<file path="config.mk">
export PLATFORM = sky130hd
export DESIGN_NAME = three_rotor_nibble_cipher_core
export DESIGN_NICKNAME = d
export VERILOG_FILES = /design/src/hdl/tnc_pkg.sv /design/src/hdl/tnc_front.sv /design/src/hdl/tnc_fifo.sv /design/src/hdl/tnc_back.sv /design/src/hdl/three_rotor_nibble_cipher_core.sv
export SDC_FILE = /design/constraint.sdc
export NUM_CORES = 1
export LEC_CHECK = 0
export BUFFER_PORTS_ARGS = -buffer_cell sky130_fd_sc_hd__buf_2
export CORE_MARGIN = 8
export CORE_UTILIZATION = 60
export DETAILED_ROUTE_END_ITERATION = 10
export GPL_TIMING_DRIVEN = 0
export PLACE_DENSITY = 0.8
export RECOVER_POWER = 100
export SLEW_MARGIN = 25
export SYNTH_ARGS = -nofsm -noshare
export SYNTH_HDL_FRONTEND = slang
export SYNTH_HIERARCHICAL = 1
export SYNTH_SLANG_ARGS = --single-unit
export TNS_END_PERCENT = 1
</file>
<file path="constraint.sdc">
create_clock -name i_clk -period 18 [get_ports i_clk]
set_clock_uncertainty 0.05 [all_clocks]
set_input_delay 2.7 -clock i_clk [delete_from_list [all_inputs] [get_ports i_clk]]
set_output_delay 2.7 -clock i_clk [all_outputs]
set_load 0.05 [all_outputs]
</file>
<file path="src/hdl/tnc_pkg.sv">
// ----------------------------------------------------------------------------
// tnc_pkg
// Shared types, register indexes and wiring lookup functions for the
// three-rotor nibble cipher.
// ----------------------------------------------------------------------------
`default_nettype none

package tnc_pkg;

    localparam int unsigned CfgIdxW  = 3;
    localparam int unsigned CfgDataW = 64;
    localparam int unsigned PosW     = 8;
    localparam int unsigned FifoDepth = 2;

    localparam logic [63:0] RotorIdentity  = 64'hFEDC_BA98_7654_3210;
    localparam logic [63:0] ReflectorReset = 64'h3849_60CE_2B1D_F75A;

    typedef logic [3:0]      t_nib;
    typedef logic [PosW-1:0] t_pos;

    typedef enum logic [CfgIdxW-1:0] {
        REG_ROTOR_ONE   = 3'd0,
        REG_ROTOR_TWO   = 3'd1,
        REG_ROTOR_THREE = 3'd2,
        REG_REFLECTOR   = 3'd3,
        REG_FAST_START  = 3'd4,
        REG_MIDDLE_START = 3'd5,
        REG_SLOW_START  = 3'd6,
        REG_UNUSED      = 3'd7
    } t_cfg_idx;

    typedef enum logic {
        CMD_ENCRYPT = 1'b0,
        CMD_DECRYPT = 1'b1
    } t_cmd;

    typedef struct packed {
        logic [63:0] rotor_one;
        logic [63:0] rotor_two;
        logic [63:0] rotor_three;
        logic [63:0] reflector;
    } t_wiring;

    typedef struct packed {
        logic load;
        t_pos fast;
        t_pos middle;
        t_pos slow;
    } t_start;

    // one word queued from front to back: symbol and the three offsets
    typedef struct packed {
        t_nib x;
        t_nib f;
        t_nib m;
        t_nib s;
    } t_job;

    function automatic t_nib nib_of(input logic [63:0] word, input t_nib idx);
        return word[{idx, 2'b00} +: 4];
    endfunction

    // lowest matching index, 0 when nothing matches
    function automatic t_nib inverse_of(input logic [63:0] word, input t_nib target);
        t_nib res;
        res = 4'd0;
        for (int i = 15; i >= 0; i--) begin
            if (word[i*4 +: 4] == target) begin
                res = 4'(i);
            end
        end
        return res;
    endfunction

endpackage

`default_nettype wire

</file>
<file path="src/hdl/tnc_front.sv">
// ----------------------------------------------------------------------------
// tnc_front
// Accepts input words, steps the selected rotor position set and hands the
// symbol with its offsets to the job queue.
// ----------------------------------------------------------------------------
`default_nettype none

module tnc_front (
    input  wire                 i_clk,
    input  wire                 i_rst_n,
    input  wire tnc_pkg::t_start i_start,
    input  wire                 i_valid,
    output logic                o_ready,
    input  wire                 i_command,
    input  wire tnc_pkg::t_nib  i_symbol_in,
    output logic                o_job_valid,
    output tnc_pkg::t_job       o_job,
    input  wire                 i_job_ready
);
    import tnc_pkg::*;

    t_pos r_enc_fast, r_enc_mid, r_enc_slow;
    t_pos r_dec_fast, r_dec_mid, r_dec_slow;
    t_pos n_fast, n_mid, n_slow;
    t_pos cur_fast, cur_mid, cur_slow;
    logic accept;

    assign o_ready     = i_job_ready;
    assign o_job_valid = i_valid;
    assign accept      = i_valid && i_job_ready;

    always_comb begin
        if (t_cmd'(i_command) == CMD_DECRYPT) begin
            cur_fast = r_dec_fast;
            cur_mid  = r_dec_mid;
            cur_slow = r_dec_slow;
        end else begin
            cur_fast = r_enc_fast;
            cur_mid  = r_enc_mid;
            cur_slow = r_enc_slow;
        end
        // odometer step with carries on wrap
        n_fast = cur_fast + 1'b1;
        n_mid  = (cur_fast == '1) ? cur_mid + 1'b1 : cur_mid;
        n_slow = (cur_fast == '1 && cur_mid == '1) ? cur_slow + 1'b1 : cur_slow;
        o_job.x = i_symbol_in;
        o_job.f = n_fast[3:0];
        o_job.m = n_mid[3:0];
        o_job.s = n_slow[3:0];
    end

    always_ff @(posedge i_clk) begin
        if (!i_rst_n) begin
            r_enc_fast <= '0;
            r_enc_mid  <= '0;
            r_enc_slow <= '0;
            r_dec_fast <= '0;
            r_dec_mid  <= '0;
            r_dec_slow <= '0;
        end else if (i_start.load) begin
            r_enc_fast <= i_start.fast;
            r_enc_mid  <= i_start.middle;
            r_enc_slow <= i_start.slow;
            r_dec_fast <= i_start.fast;
            r_dec_mid  <= i_start.middle;
            r_dec_slow <= i_start.slow;
        end else if (accept) begin
            if (t_cmd'(i_command) == CMD_DECRYPT) begin
                r_dec_fast <= n_fast;
                r_dec_mid  <= n_mid;
                r_dec_slow <= n_slow;
            end else begin
                r_enc_fast <= n_fast;
                r_enc_mid  <= n_mid;
                r_enc_slow <= n_slow;
            end
        end
    end

endmodule

`default_nettype wire

</file>
<file path="src/hdl/tnc_fifo.sv">
// ----------------------------------------------------------------------------
// tnc_fifo
// Two-entry job queue between the front and the back.
// ----------------------------------------------------------------------------
`default_nettype none

module tnc_fifo (
    input  wire                 i_clk,
    input  wire                 i_rst_n,
    input  wire                 i_push,
    input  wire tnc_pkg::t_job  i_data,
    output logic                o_full,
    input  wire                 i_pop,
    output logic                o_empty,
    output tnc_pkg::t_job       o_data
);
    import tnc_pkg::*;

    localparam int unsigned PtrW = $clog2(FifoDepth);

    t_job              r_mem [FifoDepth];
    logic [PtrW-1:0]   r_wr_ptr, r_rd_ptr;
    logic [PtrW:0]     r_count;
    logic              do_push, do_pop;

    assign o_full  = (r_count == (PtrW+1)'(FifoDepth));
    assign o_empty = (r_count == '0);
    assign o_data  = r_mem[r_rd_ptr];
    assign do_push = i_push && !o_full;
    assign do_pop  = i_pop && !o_empty;

    always_ff @(posedge i_clk) begin
        if (do_push) begin
            r_mem[r_wr_ptr] <= i_data;
        end
    end

    always_ff @(posedge i_clk) begin
        if (!i_rst_n) begin
            r_wr_ptr <= '0;
            r_rd_ptr <= '0;
            r_count  <= '0;
        end else begin
            if (do_push) begin
                r_wr_ptr <= r_wr_ptr + 1'b1;
            end
            if (do_pop) begin
                r_rd_ptr <= r_rd_ptr + 1'b1;
            end
            case ({do_push, do_pop})
                2'b10:   r_count <= r_count + 1'b1;
                2'b01:   r_count <= r_count - 1'b1;
                default: r_count <= r_count;
            endcase
        end
    end

endmodule

`default_nettype wire

</file>
<file path="src/hdl/tnc_back.sv">
// ----------------------------------------------------------------------------
// tnc_back
// Two-stage cipher datapath: forward rotor pass and reflector, then the
// inverse rotor searches into the output register.
// ----------------------------------------------------------------------------
`default_nettype none

module tnc_back (
    input  wire                   i_clk,
    input  wire                   i_rst_n,
    input  wire tnc_pkg::t_wiring i_wiring,
    input  wire                   i_job_valid,
    input  wire tnc_pkg::t_job    i_job,
    output logic                  o_job_pop,
    output logic                  o_valid,
    output tnc_pkg::t_nib         o_symbol_out,
    input  wire                   i_ready
);
    import tnc_pkg::*;

    typedef struct packed {
        t_nib r;
        t_nib f;
        t_nib m;
        t_nib s;
    } t_mid;

    logic  r_s1_valid;
    t_mid  r_s1;
    t_mid  n_s1;
    logic  r_out_valid;
    t_nib  r_out;
    t_nib  n_out;
    logic  out_free, s1_free;
    t_nib  a, b, c, ci, bi;

    assign out_free  = !r_out_valid || i_ready;
    assign s1_free   = !r_s1_valid || out_free;
    assign o_job_pop = i_job_valid && s1_free;
    assign o_valid   = r_out_valid;
    assign o_symbol_out = r_out;

    // forward through rotors one to three and the reflector
    always_comb begin
        a = nib_of(i_wiring.rotor_one, i_job.x + i_job.f);
        b = nib_of(i_wiring.rotor_two, a + i_job.m - i_job.f);
        c = nib_of(i_wiring.rotor_three, b + i_job.s - i_job.m);
        n_s1.r = nib_of(i_wiring.reflector, c - i_job.s);
        n_s1.f = i_job.f;
        n_s1.m = i_job.m;
        n_s1.s = i_job.s;
    end

    // back through the inverse searches
    always_comb begin
        ci    = inverse_of(i_wiring.rotor_three, r_s1.r + r_s1.s);
        bi    = inverse_of(i_wiring.rotor_two, ci - r_s1.s + r_s1.m);
        n_out = inverse_of(i_wiring.rotor_one, bi - r_s1.f);
    end

    always_ff @(posedge i_clk) begin
        if (!i_rst_n) begin
            r_s1_valid  <= 1'b0;
            r_out_valid <= 1'b0;
        end else begin
            if (s1_free) begin
                r_s1_valid <= i_job_valid;
            end
            if (out_free) begin
                r_out_valid <= r_s1_valid;
            end
        end
    end

    always_ff @(posedge i_clk) begin
        if (o_job_pop) begin
            r_s1 <= n_s1;
        end
        if (out_free && r_s1_valid) begin
            r_out <= n_out;
        end
    end

endmodule

`default_nettype wire

</file>
<file path="src/hdl/three_rotor_nibble_cipher_core.sv">
// ----------------------------------------------------------------------------
// three_rotor_nibble_cipher_core
// Enigma-style nibble cipher with three rotors, a reflector and separate
// encrypt and decrypt rotor positions.
// ----------------------------------------------------------------------------
// Usage:
//   input channel  i_valid/o_ready carries i_command (0 encrypt, 1 decrypt)
//   and i_symbol_in; output channel o_valid/i_ready carries o_symbol_out,
//   one result word per input word, in order.
//   the front steps the rotor positions as a word is taken, a two-entry
//   queue holds the offsets, and the back runs the forward pass and the
//   inverse searches in two register stages.
//   an accepted word passes the queue and the two back stages to o_valid;
//   throughput is one word per cycle with i_ready high, bounded by them.
//   a stalled receiver holds the output register; the back stages and then
//   the queue fill, and o_ready drops once the queue is full.
//   the config port (i_cfg_we, i_cfg_index, i_cfg_data) writes wiring and
//   start registers; any start write reloads all positions.
//   reset loads identity rotors, the default reflector and zero positions.
// ----------------------------------------------------------------------------
`default_nettype none

module three_rotor_nibble_cipher_core (
    input  wire                          i_clk,
    input  wire                          i_rst_n,
    input  wire                          i_cfg_we,
    input  wire [tnc_pkg::CfgIdxW-1:0]   i_cfg_index,
    input  wire [tnc_pkg::CfgDataW-1:0]  i_cfg_data,
    input  wire                          i_valid,
    output logic                         o_ready,
    input  wire                          i_command,
    input  wire [3:0]                    i_symbol_in,
    output logic                         o_valid,
    input  wire                          i_ready,
    output logic [3:0]                   o_symbol_out
);
    import tnc_pkg::*;

    t_wiring r_wiring;
    t_pos    r_fast_start, r_mid_start, r_slow_start;
    t_start  start;
    logic    job_valid, job_full, job_empty, job_pop;
    t_job    job_in, job_out;

    // start values seen by the front in the same cycle as the write
    always_comb begin
        start.load   = 1'b0;
        start.fast   = r_fast_start;
        start.middle = r_mid_start;
        start.slow   = r_slow_start;
        if (i_cfg_we) begin
            case (t_cfg_idx'(i_cfg_index))
                REG_FAST_START: begin
                    start.load = 1'b1;
                    start.fast = i_cfg_data[PosW-1:0];
                end
                REG_MIDDLE_START: begin
                    start.load   = 1'b1;
                    start.middle = i_cfg_data[PosW-1:0];
                end
                REG_SLOW_START: begin
                    start.load = 1'b1;
                    start.slow = i_cfg_data[PosW-1:0];
                end
                default: start.load = 1'b0;
            endcase
        end
    end

    always_ff @(posedge i_clk) begin
        if (!i_rst_n) begin
            r_wiring.rotor_one   <= RotorIdentity;
            r_wiring.rotor_two   <= RotorIdentity;
            r_wiring.rotor_three <= RotorIdentity;
            r_wiring.reflector   <= ReflectorReset;
            r_fast_start <= '0;
            r_mid_start  <= '0;
            r_slow_start <= '0;
        end else if (i_cfg_we) begin
            case (t_cfg_idx'(i_cfg_index))
                REG_ROTOR_ONE:    r_wiring.rotor_one   <= i_cfg_data;
                REG_ROTOR_TWO:    r_wiring.rotor_two   <= i_cfg_data;
                REG_ROTOR_THREE:  r_wiring.rotor_three <= i_cfg_data;
                REG_REFLECTOR:    r_wiring.reflector   <= i_cfg_data;
                REG_FAST_START:   r_fast_start <= i_cfg_data[PosW-1:0];
                REG_MIDDLE_START: r_mid_start  <= i_cfg_data[PosW-1:0];
                REG_SLOW_START:   r_slow_start <= i_cfg_data[PosW-1:0];
                default:          r_fast_start <= r_fast_start;
            endcase
        end
    end

    tnc_front u_front (
        .i_clk       (i_clk),
        .i_rst_n     (i_rst_n),
        .i_start     (start),
        .i_valid     (i_valid),
        .o_ready     (o_ready),
        .i_command   (i_command),
        .i_symbol_in (i_symbol_in),
        .o_job_valid (job_valid),
        .o_job       (job_in),
        .i_job_ready (!job_full)
    );

    tnc_fifo u_fifo (
        .i_clk   (i_clk),
        .i_rst_n (i_rst_n),
        .i_push  (job_valid),
        .i_data  (job_in),
        .o_full  (job_full),
        .i_pop   (job_pop),
        .o_empty (job_empty),
        .o_data  (job_out)
    );

    tnc_back u_back (
        .i_clk        (i_clk),
        .i_rst_n      (i_rst_n),
        .i_wiring     (r_wiring),
        .i_job_valid  (!job_empty),
        .i_job        (job_out),
        .o_job_pop    (job_pop),
        .o_valid      (o_valid),
        .o_symbol_out (o_symbol_out),
        .i_ready      (i_ready)
    );

endmodule

`default_nettype wire

</file>
Word level (Yosys, flattened, before mapping):

Memories as Yosys holds them, arrays and structs flattened. A register that Yosys moved wholly into a read port is not among the register bits.
Index checks and enable logic that the tools add are counted.

* add/sub/neg operators: 17
* equal/unequal tests: 60
* shifts and indexed selects: 4
* mux-type cells: 80
* reduce and logical (&&, ||, !) cells: 26

Operator list (number)
* $shiftx A64 B7 Y4: 4
* $mux W8: 26
* $eq A4 B4 Y1: 48
* $mux W4: 40
* $mux W25: 1
* $add A8 B1 Y8 const B: 3
* $add A4 B4 Y4: 5
* $sub A4 B4 Y4: 5
* $eq A8 B8 Y1 const B: 2
* $mux W3: 4
* $reduce_and A2 Y1: 6
* $eq A3 B3 Y1 const B: 3
* $reduce_or A8 Y1: 1
* $eq A3 B2 Y1 const B: 2
* $mux W1: 6
* $reduce_bool A2 Y1: 3
* $logic_and A1 B1 Y1: 5
* $eq A2 B2 Y1 const B: 2
* $logic_not A1 Y1: 4
* $mux W2: 2
* $pmux W2 S2: 1
* $reduce_or A4 Y1: 1
* $eq A3 B1 Y1 const B: 1
* $logic_not A3 Y1: 1
* other kinds (9): 11

* register bits: 354
* RAM bits: 32
* input bits: 77
* output and inout port bits: 6
* logic and storage cells: 214
* memories kept: 1

Memories
* u_fifo.r_mem: depth 2, bits a word 16, read ports 1, clocked after Yosys merged registers in 1, write ports 1, RTL line tnc_fifo.sv:21 `t_job r_mem [FifoDepth];`

Depth between registers and ports, before layout:

Gate-level depths: netlist of the first run.

* depth after elaboration: 54
* depth in mapped cells: 44
* gate-level depth less buffers: 40

Cells and area by module:

The synthesis of the first run kept the hierarchy.

By module, submodules not included
* three_rotor_nibble_cipher_core: instances 1, cells an instance 1053, area an instance 11014.3 um^2, sequential area each 5605.4 um^2
* tnc_back: instances 1, cells an instance 771, area an instance 7671.1 um^2, sequential area each 640.6 um^2
* tnc_front: instances 1, cells an instance 278, area an instance 2367.3 um^2, sequential area each 800.8 um^2
* tnc_fifo: instances 1, cells an instance 76, area an instance 1387.6 um^2, sequential area each 1061.0 um^2

Worst setup path before layout of the first run:

Ideal clock, no wire load.

* kind: register to register
* start point: register with a tool-made name
* end point: register u_back/r_s1[12] (netlist bit) (data pin)
* library setup time: 272 ps
* arrival time: 9829 ps
* data required time: 17678 ps
* setup slack: 7849 ps
* cell stages (with the launch flop): 35
* buffers on the path: 10
* period minus slack after synthesis: 10151 ps
* cell sequence: dfxtp_1 buf_2 buf_2 mux2_2 ha_1 buf_2 buf_1 mux4_2 mux2_2 nand2_1 o21ai_0 fa_1 inv_1 fa_1 clkbuf_1 clkbuf_1 mux4_2 nor2b_1 a211oi_1 a21oi_1 fa_1 inv_1 fa_1 buf_1 clkbuf_1 mux4_2 mux2_2 a21oi_1 ha_1 inv_1 fa_1 buf_1 clkbuf_1 mux4_2 mux4_2

RTL lines
* end signal: assignment: RTL line tnc_back.sv:77 `r_s1 <= n_s1;`
* end: declaration: RTL line tnc_back.sv:29 `t_mid r_s1;`

==> results of run 1 <==
[path summary, 6_finish.rpt]
check | start | to | slack (ns)
max | register | u_back/r_s1[12] | 4.41
min | r_wiring[41] | r_wiring[41] | 0.41
max reg2reg | register | u_back/r_s1[12] | 4.41
min reg2reg | r_wiring[41] | r_wiring[41] | 0.41
[flip-flops by register name, summed over array words and instances (netlist names), 4 cells and up, named ones only]
name                 cells
r_fast_start             8
r_mid_start              8
r_slow_start             4
r_wiring               256
u_back/o_symbol_out      4
u_back/r_s1             16
u_fifo/r_mem            32
u_front/r_dec_fast       8
u_front/r_dec_mid        8
u_front/r_dec_slow       4
u_front/r_enc_fast       8
u_front/r_enc_mid        8
u_front/r_enc_slow       4
[critical path: cells and delay by family, from the launching register on]
family	cells	cell delay, ns
DFF	1	0.33
buffers and inverters	14	5.43
muxes	8	3.13
adders and majority gates	8	3.49
AOI/OAI and AO/OA	4	0.67
and+or+nand+nor	2	0.20
[layout make-up]
cell class	instances	area [um2]
Tap cell	468	585.6
Clock buffer	56	1154
Buffer	142	658.1
Sequential cell	375	8028
Timing Repair Buffer	79	382.9
Multi-Input combinational cell	1591	13330
Fill cell	2825	12080
Inverter	54	202.7
Clock inverter	20	192.7
Antenna cell	1	2.502
[through the flow]
stage	util	hold slack (ns)	std cells	instance area, um2
after floorplan	-	0.3815	2162	22260
after global placement	0.6347	0.3913	2708	23240
after detailed placement	0.6360	0.4025	2709	23280
after CTS	0.6727	0.4110	2785	24630
after global routing	0.6701	0.4262	2786	24530
final	0.6701	0.4070	2786	24530
[per-layer routing]
layer  vias up  global-route usage  routed length, um
li1       7962                   -                  -
met1      8827              0.4336              28550
met2      1222              0.5031              32440
met3       284             0.08306               9264
met4         0              0.1886               4911
met5         -                   0                  0
[layout by cell type (no fill, tap or decap), drive strengths merged, types with 13 or more instances in the layout]
cell	instances
nand4b	15
nor2	33
nand3	43
nor2b	186
inv	59
nand4	41
mux4	68
xor3	14
nand2	256
nor3	20
edfxtp	52
ha	28
mux2	50
xor2	91
xnor3	17
a21oi	57
dfxtp	323
xnor2	87
nor4	16
mux2i	322
fa	13
buf	127
a31oi	16
clkbuf	150
o21ai	60
==> key figures, run 1 <==
Yosys
  • Syn Inst Count: 2162
  • Post-Syn Area: about 22000 um2
  • Avg Synthesized Cell Area: between 10 and 15 um2
  • Synth warn: 6
  • Synth Net Count: between 2k and 2.5k

Worst setup path
  • Crit Path Category: register to register
  • Crit-path max FO: 10
  • R2r worst-path depth: 36
  • Slowest CP cell: clkbuf_1
  • Worst setup EP type: register
  • Max stage delay on crit path: between 0.6 and 0.7 ns
  • Worst EP arrival: 13.81 ns
  • CP most frequent cell: clkbuf_1
  • Worst path required time: 18.22 ns
  • Startpoint Class: register

CTS
  • CTS resizes: 0
  • CTS max path bufs: 3
  • TritonCTS clock tree: built
  • Root buf cell: clkbuf_16
  • Hold_buf cts: 0
  • Clock Pin Slew Worst Setup and Hold Paths: ~0.060 ns
  • # clock sinks: about 380
  • Num CTS Buffers: 42
  • CTS H-Tree Depth: 2
  • Clock latency at the later pin of the worst-skew pair: around 0.56 ns
  • Setup Buffers After CTS: 0

Run status
  • Status: completed

Route
  • DRT Wirelength: between 70000 and 80000 um
  • DRC errors left: 0
  • Antenna-violating nets left: 0
  • Vias per cell: approximately 6.6
  • Average wire per standard cell: ~27 um
  • Routed vias: between 15k and 20k
  • Initial DRC count: approximately 2.2k
  • First-pass DRT Iterations: 7

Global routing
  • Vias in the first global route: roughly 18k
  • Initial antenna violation count: 3
  • Global-route wire length before repair: around 110000 um
  • Total gr overflow: 0
  • Total GRT Usage: 0.3333
  • Largest net degree at the start of global routing: 17

Worst hold path
  • Hold path depth: 2
  • Min-Delay Path Class: register to register

Floorplan
  • Total core area: 36610 um2
  • Chip height: 208.6 um
  • Die extent in x: 208.6 um
  • Rows: 70
  • I/O Pins: 83
  • Initial Util: 0.6080
  • Full die area: ~44000 um2

STA
  • Unrepaired setup endpoints after global routing: no
  • Final-report hold violation count: 0
  • Max Slew Vio Count: 0
  • Period minus WS final: between 10 and 15 ns
  • Final Setup Violations: 0
  • Tcrit/Tclk final: 0.7549
  • Fmax: ~0.074 GHz
  • Worst-Margin Slew: 1.413 ns
  • Fin Setup TNS: 0 ns
  • Max-slew headroom: 0.05780
  • Final setup margin: roughly 4.4 ns

Placement
  • # port buffers: 78
  • Post-placement setup slack: ~5.2 ns
  • RePlAce Congestion: 1.001
  • DP Wirelength: 56010 um

Finish
  • Layout cells sized above 1: 0.1398
  • Nets: between 2k and 2.5k
  • Area growth syn-to-layout: 10.21%

Run
  • Max Cap Viol: 0
Power of run 1 is not shown: default switching activity piles up to over one toggle a cycle in this logic, so the estimate is an artifact.
==> run 2: changes to the inputs <==
- CORE_UTILIZATION: 60 -> 57
- PLACE_DENSITY: 0.8 -> 0.79
- clock period: 18 -> 12.35 ns (I/O delays scaled with it)
==> run 2 against run 1 <==
Against the previous run: routed wire length decreased by 1.6%; critical path depth unchanged; critical endpoint is now u_back/r_s1[14]; cell count increased by 1.5%; die area increased by 4.9%; the flow now finishes with violations (capacitance limit, slew limit); cell area about the same.
==> key figures, run 2 (synthesis results as in run 1) <==
Run status
  • Status: finished, violations left
  • Violated checks: capacitance limit, slew limit

Finish
  • Commonest non-fill, non-tap cell in the layout: dfxtp_1
  • Biggest registers after layout: r_wiring x256, u_fifo/r_mem x32, u_back/r_s1 x16
  • Layout cells sized above 1: 0.1386
  • Max FFs per register: ~260
  • Seq. cell area: between 8000 and 9000 um2
  • Final Util: 0.6363
  • Fill count: 3199
  • Register name with the most flops: r_wiring
  • Most frequent cells in the layout: dfxtp_1 (323), mux2i_1 (322), nand2_1 (255), nor2b_1 (186), buf_2 (110)
  • Multi-input logic area: 13340 um2
  • Nets: around 2.4k
  • Area growth syn-to-layout: 10.21%

CTS
  • TritonCTS clock tree: built
  • Root buf cell: clkbuf_16
  • Hold_buf cts: 0
  • Clock Pin Slew Worst Setup and Hold Paths: 0.06 ns
  • Clock latency at the later pin of the worst-skew pair: approximately 0.54 ns
  • Setup Buffers After CTS: 0
  • Num CTS Buffers: 40
  • CTS H-Tree Depth: 2
  • CTS max path bufs: 3
  • # clock sinks: ~380

Global routing
  • Total GRT Usage: 0.3207
  • Total gr overflow: 0
  • Largest net degree at the start of global routing: 17
  • Initial antenna violation count: 4
  • Vias in the first global route: 17.89k
  • Global-route wire length before repair: 109500 um

Floorplan
  • Total core area: about 39000 um2
  • Rows: 72
  • Chip height: between 200 and 250 um
  • Initial Util: 0.5773
  • Die extent in x: 213.6 um
  • Full die area: 45630 um2
  • I/O Pins: between 80 and 90

Worst setup path
  • Max stage delay on crit path: around 0.61 ns
  • Worst setup EP type: register
  • R2r setup slk: around 0.12 ns
  • R2r worst-path depth: 36
  • RR Endpoint: u_back/r_s1[14]
  • Startpoint Class: register
  • Top Family by Delay on Critical Path: buffers and inverters
  • Worst EP arrival: ~12 ns
  • Crit-path max FO: 10
  • Worst path required time: ~13 ns
  • Buf/Inv on CP: 14
  • CP most frequent cell: fa_1
  • Slowest CP cell: fa_1
  • Crit Path Category: register to register

Placement
  • # port buffers: 78
  • DP Wirelength: 56740 um
  • RePlAce Congestion: 0.9853

Worst hold path
  • Hold path depth: 2
  • WHS Endpoint: r_fast_start[3]
  • Min-delay src: r_fast_start[3]
  • Min-Delay Path Class: register to register

STA
  • Max-slew headroom: -0.1064
  • Fmax: around 0.08 GHz
  • Worst-Margin Slew: approximately 1.6 ns
  • Period minus WS final: about 12 ns
  • Final-report hold violation count: 0
  • Tcrit/Tclk final: 0.9906
  • Max Slew Vio Count: 7
  • Unrepaired setup endpoints after global routing: no
  • Final Setup Violations: 0

Route
  • Antenna-violating nets left: 0
  • DRT Wirelength: around 74000 um
  • Average wire per standard cell: approximately 26 um
  • DRC errors left: 0
  • Vias per cell: 6.417
  • First-pass DRT Iterations: 7
  • Routed vias: between 15k and 20k
  • Initial DRC count: 2041

Run
  • Max Cap Viol: 1
==> run 2: cell types whose count changed in the layout (fill, tap and decap cells not counted), moves of 2 or more <==
cell	change
mux2_1	-2
mux2_2	+2
bufinv_16	+2
inv_6	-5
clkbuf_8	-3
clkbuf_2	+4
clkinvlp_4	-4
==> run 2: worst reg2reg max path, delay by kind of cell (launching register included) <==
family / cells / cell delay, ns
buffers and inverters: 14 / 4.28
adders and majority gates: 8 / 3.57
and+or+nand+nor: 2 / 0.21
AOI/OAI and AO/OA: 4 / 0.65
DFF: 1 / 0.30
muxes: 8 / 2.88
==> run 2: worst max path at each step <==
stage               cells after the start     start  slack [ns]               to
floorplan                              34  register        2.20  u_back/r_s1[12]
global placement                       35  register       -0.12  u_back/r_s1[14]
detailed placement                     36  register       -0.16  u_back/r_s1[14]
CTS                                    36  register        0.01  u_back/r_s1[14]
global route                           36  register        0.03  u_back/r_s1[14]
finish                                 36  register        0.12  u_back/r_s1[14]
==> run 2: routing by layer <==
layer | share of wire | track usage | vias to the layer above
met1 | 0.39 | 0.4184 | 8853
met3 | 0.11 | 0.07571 | 252
met5 | 0.00061 | 0 | -
met2 | 0.44 | 0.4964 | 1077
li1 | - | - | 7952
met4 | 0.055 | 0.1598 | 6
==> run 2: layout make-up <==
class	instances	share of cell area
antenna	1	0.0001020
buffer	141	0.02678
clock buffer	55	0.04478
clock inverter	13	0.007242
inverter	54	0.008262
multi-input combinational	1591	0.5436
sequential	375	0.3272
tap	518	0.02642
timing repair buffer	79	0.01561
==> run 2: stage by stage <==
step / hold slack [ns] / instances / setup TNS [ns] / instance area [um2] / setup WS [ns]
2_1_floorplan: 0.3815 / 2162 / 0 / 22260 / 2.199
3_3_place_gp: 0.3895 / 2758 / -0.2844 / 23300 / -0.1154
3_5_place_dp: 0.3992 / 2759 / -0.4894 / 23330 / -0.1606
4_1_cts: 0.4094 / 2827 / 0 / 24610 / 0.01311
5_1_grt: 0.4181 / 2826 / 0 / 24530 / 0.02961
6_report: 0.4116 / 2827 / 0 / 24530 / 0.1157
==> run 2: what timing repair did <==
item / 4_1_cts / 5_1_grt
gates resized for setup: 2 / 4
setup endpoints to repair: 4 / 4
hold endpoints to repair: 0 / 0
Power of run 2 is left out for the same reason.
